--- src/rtl/core/xmodem_crc_sender_defines.svh ---
// Assertion macros shared by the XMODEM-CRC sender RTL.
// Every macro expects a clock named clk and an active-low reset named rst_n in scope.
`ifndef XMODEM_CRC_SENDER_DEFINES_SVH
`define XMODEM_CRC_SENDER_DEFINES_SVH

// The condition must hold at every clock edge outside reset.
`define XCS_ASSERT_ALWAYS(lbl, cond, msg) \
  lbl: assert property (@(posedge clk) disable iff (!rst_n) (cond)) else $error(msg);

// The consequent must hold in the same cycle as the antecedent.
`define XCS_ASSERT_SAME(lbl, ante, cons, msg) \
  lbl: assert property (@(posedge clk) disable iff (!rst_n) (ante) |-> (cons)) else $error(msg);

// The consequent must hold in the cycle after the antecedent.
`define XCS_ASSERT_NEXT(lbl, ante, cons, msg) \
  lbl: assert property (@(posedge clk) disable iff (!rst_n) (ante) |=> (cons)) else $error(msg);

`endif

--- src/rtl/core/xcs_pkg.sv ---
// Package for the XMODEM-CRC sender: protocol symbols, input kind codes,
// packet layout constants, state types and the bytewise CRC-16 update.
// It depends on nothing else.
package xcs_pkg;

  // Payload bytes in one packet.
  localparam int PayloadLen = 128;

  // Protocol symbols.
  localparam logic [7:0] SymSoh  = 8'h01;
  localparam logic [7:0] SymEot  = 8'h04;
  localparam logic [7:0] SymAck  = 8'h06;
  localparam logic [7:0] SymNack = 8'h15;
  localparam logic [7:0] SymCan  = 8'h18;
  localparam logic [7:0] SymC    = 8'h43;

  localparam logic [15:0] CrcPoly = 16'h1021;

  // Byte positions within a packet.
  localparam logic [7:0] IdxSoh   = 8'd0;
  localparam logic [7:0] IdxSeq   = 8'd1;
  localparam logic [7:0] IdxNseq  = 8'd2;
  localparam logic [7:0] IdxData  = 8'd3;
  localparam logic [7:0] IdxCrcHi = 8'(3 + PayloadLen);
  localparam logic [7:0] IdxCrcLo = 8'(4 + PayloadLen);

  // Input beat kinds.
  localparam logic [1:0] KindFile  = 2'd0;
  localparam logic [1:0] KindReply = 2'd1;
  localparam logic [1:0] KindPull  = 2'd2;

  // Outcome codes.
  localparam logic [2:0] EndRunning   = 3'd0;
  localparam logic [2:0] EndCompleted = 3'd1;
  localparam logic [2:0] EndCancelled = 3'd2;
  localparam logic [2:0] EndRxEot     = 3'd3;
  localparam logic [2:0] EndUnknown   = 3'd4;

  // Configuration register index.
  localparam logic RegPadByte = 1'b0;

  typedef enum logic [2:0] {
    PH_LOADING,
    PH_SENDING,
    PH_AWAIT,
    PH_EOT_PENDING,
    PH_EOT_SENT,
    PH_DONE
  } phase_t;

  // Where the transmit byte of a beat comes from in the second stage.
  typedef enum logic [2:0] {
    SRC_NONE,
    SRC_CONST,
    SRC_RAM,
    SRC_CRC_HI,
    SRC_CRC_LO
  } src_t;

  // One CRC-16 step over a whole byte, most significant bit first.
  function automatic logic [15:0] crc_add(input logic [15:0] crc, input logic [7:0] b);
    logic [15:0] c;
    c = crc ^ {b, 8'h00};
    for (int k = 0; k < 8; k++) begin
      if (c[15]) begin
        c = {c[14:0], 1'b0} ^ CrcPoly;
      end else begin
        c = {c[14:0], 1'b0};
      end
    end
    return c;
  endfunction

endpackage

--- src/rtl/core/xmodem_crc_sender.sv ---
// XMODEM-CRC sender top level; uses xcs_pkg and xmodem_crc_sender_defines.svh.
//
// Input channel (in_*): each beat is a file byte (kind 0, in_tlast marks the
// final byte of the file), a reply byte from the receiver (kind 1) or a
// transmit slot pull (kind 2). Every accepted beat yields exactly one result
// beat on out_*, in order, carrying the byte to send (if any), whether a file
// byte was stored, the current packet number and the transfer outcome.
// The pad byte for a short final packet is set through the APB port.
// Timing: one beat is accepted per cycle unless the output stalls; each beat
// passes the first stage, then the output register. The first stage updates
// the control state and issues the payload memory read; the second stage
// picks the transmit byte from the memory's registered read data and folds
// it into the running CRC. If the receiver stalls, the output register holds
// its beat and one more beat may enter the first stage before in_tready falls.
// Reset clears all control state; sequence restarts at 1 and the pad byte at
// zero. The payload memory needs no clearing, as only written entries are read.
`include "xmodem_crc_sender_defines.svh"

module xmodem_crc_sender
  import xcs_pkg::*;
(
  input  logic        clk,
  input  logic        rst_n,
  // Input stream
  input  logic        in_tvalid,
  output logic        in_tready,
  input  logic [7:0]  in_tdata,   // [7:0] byte_value
  input  logic [1:0]  in_tuser,   // [1:0] kind
  input  logic        in_tlast,   // last_of_file
  // Result stream
  output logic        out_tvalid,
  input  logic        out_tready,
  // [0] tx_valid, [8:1] tx_byte, [9] data_accepted, [17:10] packet_number,
  // [20:18] outcome, [23:21] zero
  output logic [23:0] out_tdata,
  // APB configuration port
  input  logic        psel,
  input  logic        penable,
  input  logic        pwrite,
  input  logic [2:0]  paddr,
  input  logic [31:0] pwdata,
  output logic [31:0] prdata,
  output logic        pready
);

  // Control state
  phase_t      phase_r, phase_nxt;
  logic [7:0]  fill_r, fill_nxt;
  logic [7:0]  idx_r, idx_nxt;
  logic [7:0]  seq_r, seq_nxt;
  logic        ready_r, ready_nxt;
  logic        final_r, final_nxt;
  logic [2:0]  end_r, end_nxt;
  logic [7:0]  pad_r;
  logic [15:0] crc_r, crc_nxt;

  // First stage
  logic        s1_valid_r;
  src_t        s1_src_r, s1_src_nxt;
  logic [7:0]  s1_byte_r, s1_byte_nxt;
  logic        s1_upd_r, s1_upd_nxt;
  logic        s1_clr_r, s1_clr_nxt;
  logic        s1_acc_r, s1_acc_nxt;
  logic [7:0]  s1_seq_r;
  logic [2:0]  s1_end_r;

  // Output register
  logic        out_valid_r;
  logic [23:0] out_data_r;

  // Payload memory
  logic [7:0]  mem [PayloadLen];
  logic [7:0]  ram_q_r;
  logic        wr_en, rd_en;
  logic [7:0]  pos;
  logic [7:0]  tx_byte;

  logic in_acc, out_adv, s1_adv;

  // Handshake: the output register frees when taken, the first stage when it moves on.
  assign out_adv   = !out_valid_r || out_tready;
  assign s1_adv    = s1_valid_r && out_adv;
  assign in_tready = !s1_valid_r || out_adv;
  assign in_acc    = in_tvalid && in_tready;
  assign out_tvalid = out_valid_r;
  assign out_tdata  = out_data_r;
  assign pos = idx_r - IdxData;

  // APB register access.
  assign pready = 1'b1;
  assign prdata = (paddr[2] == RegPadByte) ? {24'h0, pad_r} : 32'h0;

  always_ff @(posedge clk) begin
    if (!rst_n) begin
      pad_r <= 8'h00;
    end else if (psel && penable && pwrite && pready && paddr[2] == RegPadByte) begin
      pad_r <= pwdata[7:0];
    end
  end

  // First stage: one protocol step per accepted beat.
  always_comb begin
    phase_nxt   = phase_r;
    fill_nxt    = fill_r;
    idx_nxt     = idx_r;
    seq_nxt     = seq_r;
    ready_nxt   = ready_r;
    final_nxt   = final_r;
    end_nxt     = end_r;
    s1_src_nxt  = SRC_NONE;
    s1_byte_nxt = 8'h00;
    s1_upd_nxt  = 1'b0;
    s1_clr_nxt  = 1'b0;
    s1_acc_nxt  = 1'b0;
    wr_en       = 1'b0;
    rd_en       = 1'b0;
    if (in_acc) begin
      unique case (in_tuser)
        KindFile: begin
          if (phase_r == PH_LOADING && fill_r < 8'(PayloadLen)) begin
            wr_en      = 1'b1;
            fill_nxt   = fill_r + 8'd1;
            s1_acc_nxt = 1'b1;
            if (in_tlast || fill_nxt >= 8'(PayloadLen)) begin
              final_nxt  = in_tlast;
              idx_nxt    = IdxSoh;
              s1_clr_nxt = 1'b1;
              phase_nxt  = PH_SENDING;
            end
          end
        end
        KindReply: begin
          priority case (phase_r)
            PH_LOADING, PH_SENDING: begin
              if (!ready_r && in_tdata == SymC) begin
                ready_nxt = 1'b1;
              end
            end
            PH_AWAIT: begin
              priority if (in_tdata == SymAck) begin
                seq_nxt = seq_r + 8'd1;
                if (final_r) begin
                  phase_nxt = PH_EOT_PENDING;
                end else begin
                  fill_nxt   = 8'd0;
                  idx_nxt    = IdxSoh;
                  s1_clr_nxt = 1'b1;
                  phase_nxt  = PH_LOADING;
                end
              end else if (in_tdata == SymNack) begin
                idx_nxt    = IdxSoh;
                s1_clr_nxt = 1'b1;
                phase_nxt  = PH_SENDING;
              end else if (in_tdata == SymCan) begin
                end_nxt   = EndCancelled;
                phase_nxt = PH_DONE;
              end else if (in_tdata == SymEot) begin
                end_nxt   = EndRxEot;
                phase_nxt = PH_DONE;
              end else begin
                end_nxt   = EndUnknown;
                phase_nxt = PH_DONE;
              end
            end
            PH_EOT_SENT: begin
              end_nxt   = EndCompleted;
              phase_nxt = PH_DONE;
            end
            default: begin
            end
          endcase
        end
        KindPull: begin
          if (phase_r == PH_SENDING && ready_r) begin
            priority if (idx_r == IdxSoh) begin
              s1_src_nxt  = SRC_CONST;
              s1_byte_nxt = SymSoh;
            end else if (idx_r == IdxSeq) begin
              s1_src_nxt  = SRC_CONST;
              s1_byte_nxt = seq_r;
            end else if (idx_r == IdxNseq) begin
              s1_src_nxt  = SRC_CONST;
              s1_byte_nxt = ~seq_r;
            end else if (idx_r < IdxCrcHi) begin
              s1_upd_nxt = 1'b1;
              if (pos < fill_r) begin
                s1_src_nxt = SRC_RAM;
                rd_en      = 1'b1;
              end else begin
                s1_src_nxt  = SRC_CONST;
                s1_byte_nxt = pad_r;
              end
            end else if (idx_r == IdxCrcHi) begin
              s1_src_nxt = SRC_CRC_HI;
            end else begin
              s1_src_nxt = SRC_CRC_LO;
            end
            if (idx_r >= IdxCrcLo) begin
              phase_nxt = PH_AWAIT;
            end else begin
              idx_nxt = idx_r + 8'd1;
            end
          end else if (phase_r == PH_EOT_PENDING) begin
            s1_src_nxt  = SRC_CONST;
            s1_byte_nxt = SymEot;
            phase_nxt   = PH_EOT_SENT;
          end
        end
        default: begin
        end
      endcase
    end
  end

  // Control state and first-stage registers.
  always_ff @(posedge clk) begin
    if (!rst_n) begin
      phase_r    <= PH_LOADING;
      fill_r     <= 8'd0;
      idx_r      <= IdxSoh;
      seq_r      <= 8'd1;
      ready_r    <= 1'b0;
      final_r    <= 1'b0;
      end_r      <= EndRunning;
      s1_valid_r <= 1'b0;
    end else begin
      phase_r <= phase_nxt;
      fill_r  <= fill_nxt;
      idx_r   <= idx_nxt;
      seq_r   <= seq_nxt;
      ready_r <= ready_nxt;
      final_r <= final_nxt;
      end_r   <= end_nxt;
      if (in_acc) begin
        s1_valid_r <= 1'b1;
      end else if (s1_adv) begin
        s1_valid_r <= 1'b0;
      end
    end
  end

  always_ff @(posedge clk) begin
    if (in_acc) begin
      s1_src_r  <= s1_src_nxt;
      s1_byte_r <= s1_byte_nxt;
      s1_upd_r  <= s1_upd_nxt;
      s1_clr_r  <= s1_clr_nxt;
      s1_acc_r  <= s1_acc_nxt;
      s1_seq_r  <= seq_nxt;
      s1_end_r  <= end_nxt;
    end
  end

  // Payload memory. Reads only happen on accepted beats, so the read data
  // holds while the first stage waits. A byte is always written at least
  // three beats before the first payload read of its packet.
  always_ff @(posedge clk) begin
    if (wr_en) begin
      mem[fill_r[6:0]] <= in_tdata;
    end
    if (rd_en) begin
      ram_q_r <= mem[pos[6:0]];
    end
  end

  // Second stage: transmit byte selection and running CRC.
  always_comb begin
    unique case (s1_src_r)
      SRC_CONST:  tx_byte = s1_byte_r;
      SRC_RAM:    tx_byte = ram_q_r;
      SRC_CRC_HI: tx_byte = crc_r[15:8];
      SRC_CRC_LO: tx_byte = crc_r[7:0];
      default:    tx_byte = 8'h00;
    endcase
    priority if (s1_clr_r) begin
      crc_nxt = 16'h0000;
    end else if (s1_upd_r) begin
      crc_nxt = crc_add(crc_r, tx_byte);
    end else begin
      crc_nxt = crc_r;
    end
  end

  always_ff @(posedge clk) begin
    if (!rst_n) begin
      crc_r       <= 16'h0000;
      out_valid_r <= 1'b0;
    end else begin
      if (s1_adv) begin
        crc_r       <= crc_nxt;
        out_valid_r <= 1'b1;
      end else if (out_tready) begin
        out_valid_r <= 1'b0;
      end
    end
  end

  always_ff @(posedge clk) begin
    if (s1_adv) begin
      out_data_r <= {3'b000, s1_end_r, s1_seq_r, s1_acc_r, tx_byte,
                     (s1_src_r != SRC_NONE)};
    end
  end

  // Checks on the block's own logic.
  `XCS_ASSERT_SAME(a_rd_only_sending, rd_en, phase_r == PH_SENDING && ready_r,
                   "payload read outside the sending phase")
  `XCS_ASSERT_ALWAYS(a_fill_bound, fill_r <= 8'(PayloadLen),
                     "fill count beyond the packet length")
  `XCS_ASSERT_ALWAYS(a_idx_bound, idx_r <= IdxCrcLo,
                     "send index beyond the last CRC byte")
  `XCS_ASSERT_SAME(a_end_done, end_r != EndRunning, phase_r == PH_DONE,
                   "outcome set while the transfer still runs")
  `XCS_ASSERT_NEXT(a_s1_hold, s1_valid_r && !out_adv, s1_valid_r,
                   "first stage beat lost while the output stalls")

endmodule

--- config.mk ---
export PLATFORM = sky130hd
export DESIGN_NAME = xmodem_crc_sender
export DESIGN_NICKNAME = d
export VERILOG_FILES = /design/src/rtl/core/xcs_pkg.sv /design/src/rtl/core/xmodem_crc_sender.sv
export VERILOG_INCLUDE_DIRS = /design/src /design/src/rtl/core
export SDC_FILE = /design/constraint.sdc
export NUM_CORES = 1
export LEC_CHECK = 0
export CAP_MARGIN = 20
export CORE_UTILIZATION = 63
export DETAILED_ROUTE_END_ITERATION = 10
export DONT_BUFFER_PORTS = 1
export HOLD_SLACK_MARGIN = 0.03
export PLACE_DENSITY = 0.79
export SLEW_MARGIN = 15
export SYNTH_ARGS = -nofsm -noshare
export SYNTH_HDL_FRONTEND = slang
export SYNTH_SLANG_ARGS = --single-unit
--- constraint.sdc ---
create_clock -name clk -period 4.7 [get_ports clk]
set_input_delay 0.47 -clock clk [delete_from_list [all_inputs] [get_ports clk]]
set_output_delay 0.47 -clock clk [all_outputs]
set_load 0.01 [all_outputs]
==> reports/summary.txt <==
Most area-hungry cell type in the Yosys netlist = edfxtp_1
Simple-gate area share of the yosys netlist = 7.20%
Detailed Place HPWL = 57.2 mm
Mapped Cells = 2,580
Starting Density = 63.8%
Min-delay worst type = in -> reg
Critical path, cell by cell = ha_1 -> xor2_4 -> inv_2 -> ha_1 -> o21a_1 -> o21a_1 -> o21ai_0 -> nand2_1 -> nor4_2 -> buf_4
Slew Limit Headroom = 24.1%
Clk sink count = 1,136
Crit share post-route = 79.3%
Post-Synth XOR/XNOR Area = 0.729%
Crit path DAT = 4.10 ns
Status = finished, final reports clean
Vias = 24,800
Pre-Repair DR Iteration Count = 6
Clock-pin slew on the worst setup and hold paths = 0.07 ns
Compound-Gate Fraction of Synth Area = 2.60%
EDFF count, synth = 1,078
Area of the die = 0.0736 mm^2
Critical Path Start Type = flip-flop
VDD IR max = 0.000310 V
IO Count = 112
Minimum clock period = 3.72 ns
H-tree depth = 3
Fin. max-slew vios = 0
1st-iter DRT viols = 3,250
Routed WL per cell = 29.5 um
Total grt overflow = 0
Most common cell in the netlist = edfxtp_1
Num CTS Buffers = 107
Die Wd = 271 um
Die height = 271 um
# setup viols final = 0
Top area cells in the synthesized netlist = edfxtp_1, mux4_2, dfxtp_1
Synthesized flop and latch total = 1,136
Synth Area in Adders = 0.466%
Met2 Usage GRT = 48.5%
# Post-CTS Setup Buffers = 0
Critical Path Max Stage Delay = 0.60 ns
Fin nets = 2,700
TritonCTS clock tree = done
Overall Global Routing Usage = 29.8%
Rows = 98
Buffers on Ports = 0
Setup Skew = 0.0287 ns
Post-synthesis mux area share = 13.6%
Fin. Hold Viols = 0
Core area = 0.0716 mm^2
Leak = 15.6 nW
CTS max path bufs = 3
Unrepaired setup endpoints after global routing = no
WP data required = 5.07 ns
Slowest CP cell = ha_1
Sequential share of the synthesized area = 73.4%
Placer Congestion = 0.907
Setup TNS = 0 ns
Post-CTS Resized = 0
Worst skew pair latency = 0.68 ns
Crit path max fanout = 26
Design area = 0.0506 mm^2
Kind of critical path = reg -> reg
Number of global-route vias before repair = 25,200
Cell Pwr Density = 408 mW/mm^2
Antenna violations before repair = 0
Area post-placement = 0.0468 mm^2
Layout overhead on the synthesized area = 10.7%
Asr flop ratio synth = 0%
Share of post-route cells with drive strength above 1 = 19.0%
Mean post-synth cell area = 17.7 um^2
GR peak layer = met2
Crit path capture type = flip-flop
Power, Total = 0.0206 W
Met3 Use GR = 5.36%
First-pass GRT wire length = 160 mm
ANT nets after route = 0
Drt drc = 0
Commonest cells post-synth = edfxtp_1, nand2_1, mux4_2, nor2_1, nand3_1
Synthesized area = 0.0457 mm^2
Worst-Margin Slew = 1.14 ns
Vias per cell = 6.77
Drt total wl = 108 mm
Post-CTS Hold Buffers = 20
Netlist cell types = 69
Max-cap viol count = 0
Combinational family with the most area after synthesis = multiplexers
Synth top area share = 70.9%
Ys Warns = 0
Synth Flop Type = edfxtp_1
Maximum operating frequency = 268 MHz
M1 GR Usage = 39.4%
Diode count = 0
Clock root buffer master = clkbuf_16
Largest net degree at the start of global routing = 129
## worst max-delay path: cells and delay by family, from the launching register on
family                   cells  cell delay (ns)
flip-flops                   1             0.50
AO/OA/AOI/OAI                3             0.62
buffers and inverters        2             0.67
AND/OR/NAND/NOR              2             0.50
adder cells (fa/ha/maj)      2             0.93
XOR/XNOR                     1             0.17
## logic make-up (layout without fill, tap and decap cells)
| group | Yosys count | count (layout) |
|---|---|---|
| AOI/OAI and AO/OA | 173 | 173 |
| xor gates and xnor gates | 38 | 38 |
| adders and majority gates | 17 | 17 |
| buffers and inverters | 197 | 311 |
| DFF | 1136 | 1136 |
| muxes | 299 | 299 |
| other | 2 | 28 |
| and+or+nand+nor | 718 | 718 |
## where the power goes
part | internal (W) | total [W] | switching, W | leakage [nW]
Combinational | 0.000437 | 0.00105 | 0.000618 | 3.73
Sequential | 0.0111 | 0.0111 | 0.0000307 | 10.2
Clock | 0.00467 | 0.00842 | 0.00375 | 1.68
## per-stage QoR
| stage | instances | hold WS (ns) | utilization [%] | worst slack (ns) |
|---|---|---|---|---|
| 2_1_floorplan | 2606 | 0.400 | - | 1.03 |
| 3_3_place_gp | 3451 | 0.403 | 65.4 | 1.17 |
| 3_5_place_dp | 3451 | 0.411 | 65.4 | 1.15 |
| 4_1_cts | 3670 | 0.104 | 70.6 | 1.05 |
| 5_1_grt | 3670 | 0.128 | 70.6 | 0.750 |
| 6_report | 3670 | 0.135 | 70.6 | 0.975 |
## routing by layer
layer / vias up / part of all wire, %
met2: 1729 / 49
met4: 0 / 5.1
li1: 10300 / -
met1: 12600 / 36
met5: - / 0
met3: 284 / 10
## final cells by class
type,count,area [um^2]
Clock buffer,126,2810
Clock inverter,73,582
Fill cell,4069,21100
Inverter,25,93.8
Multi-Input combinational cell,1273,11400
Sequential cell,1136,33500
Tap cell,950,1190
Timing Repair Buffer,87,956
## registers in the layout, summed over array words and instances, names as in the netlist
signal	cells
crc_r	16
end_r	3
fill_r	8
final_r	1
idx_r	8
mem	1024
out_tdata	21
out_tvalid	1
pad_r	8
phase_r	3
ram_q_r	8
ready_r	1
s1_acc_r	1
s1_byte_r	8
s1_clr_r	1
s1_end_r	3
s1_seq_r	8
s1_src_r	3
s1_upd_r	1
s1_valid_r	1
seq_r	8
## final timing paths
| path | slack (ns) | to | cells after the start | startpoint |
|---|---|---|---|---|
| worst max-delay path | 0.98 | ram_q_r[6] | 10 | idx_r[1] |
| worst min-delay path | 0.14 | s1_valid_r | 2 | out_tready |
| worst max register to register | 0.98 | ram_q_r[6] | 10 | idx_r[1] |
| worst min register to register | 0.42 | out_tdata[11] | 0 | s1_seq_r[1] |
## placed cells by master, fill, tap and decap left out, types with 9 or more instances in the layout
cell / synthesis / final
a22oi_1: 13 / 13
inv_1: 23 / 23
clkbuf_16: 0 / 110
nand3_1: 97 / 97
xor2_1: 10 / 9
clkbuf_1: 90 / 16
a32oi_1: 35 / 35
nand4_1: 54 / 54
nor2_1: 194 / 194
dlygate4sd3_1: 0 / 12
buf_12: 0 / 9
conb_1: 2 / 28
nor2b_1: 21 / 21
edfxtp_1: 1078 / 1078
nor3_1: 10 / 10
buf_4: 29 / 58
clkinv_2: 0 / 28
a21oi_1: 44 / 44
clkinv_1: 0 / 26
mux2i_1: 38 / 38
dfxtp_1: 58 / 57
mux4_2: 256 / 256
xnor2_1: 28 / 28
o21ai_0: 22 / 21
ha_1: 17 / 16
and2_1: 17 / 17
nand2_1: 268 / 268
(Power assumes the default switching activity.)
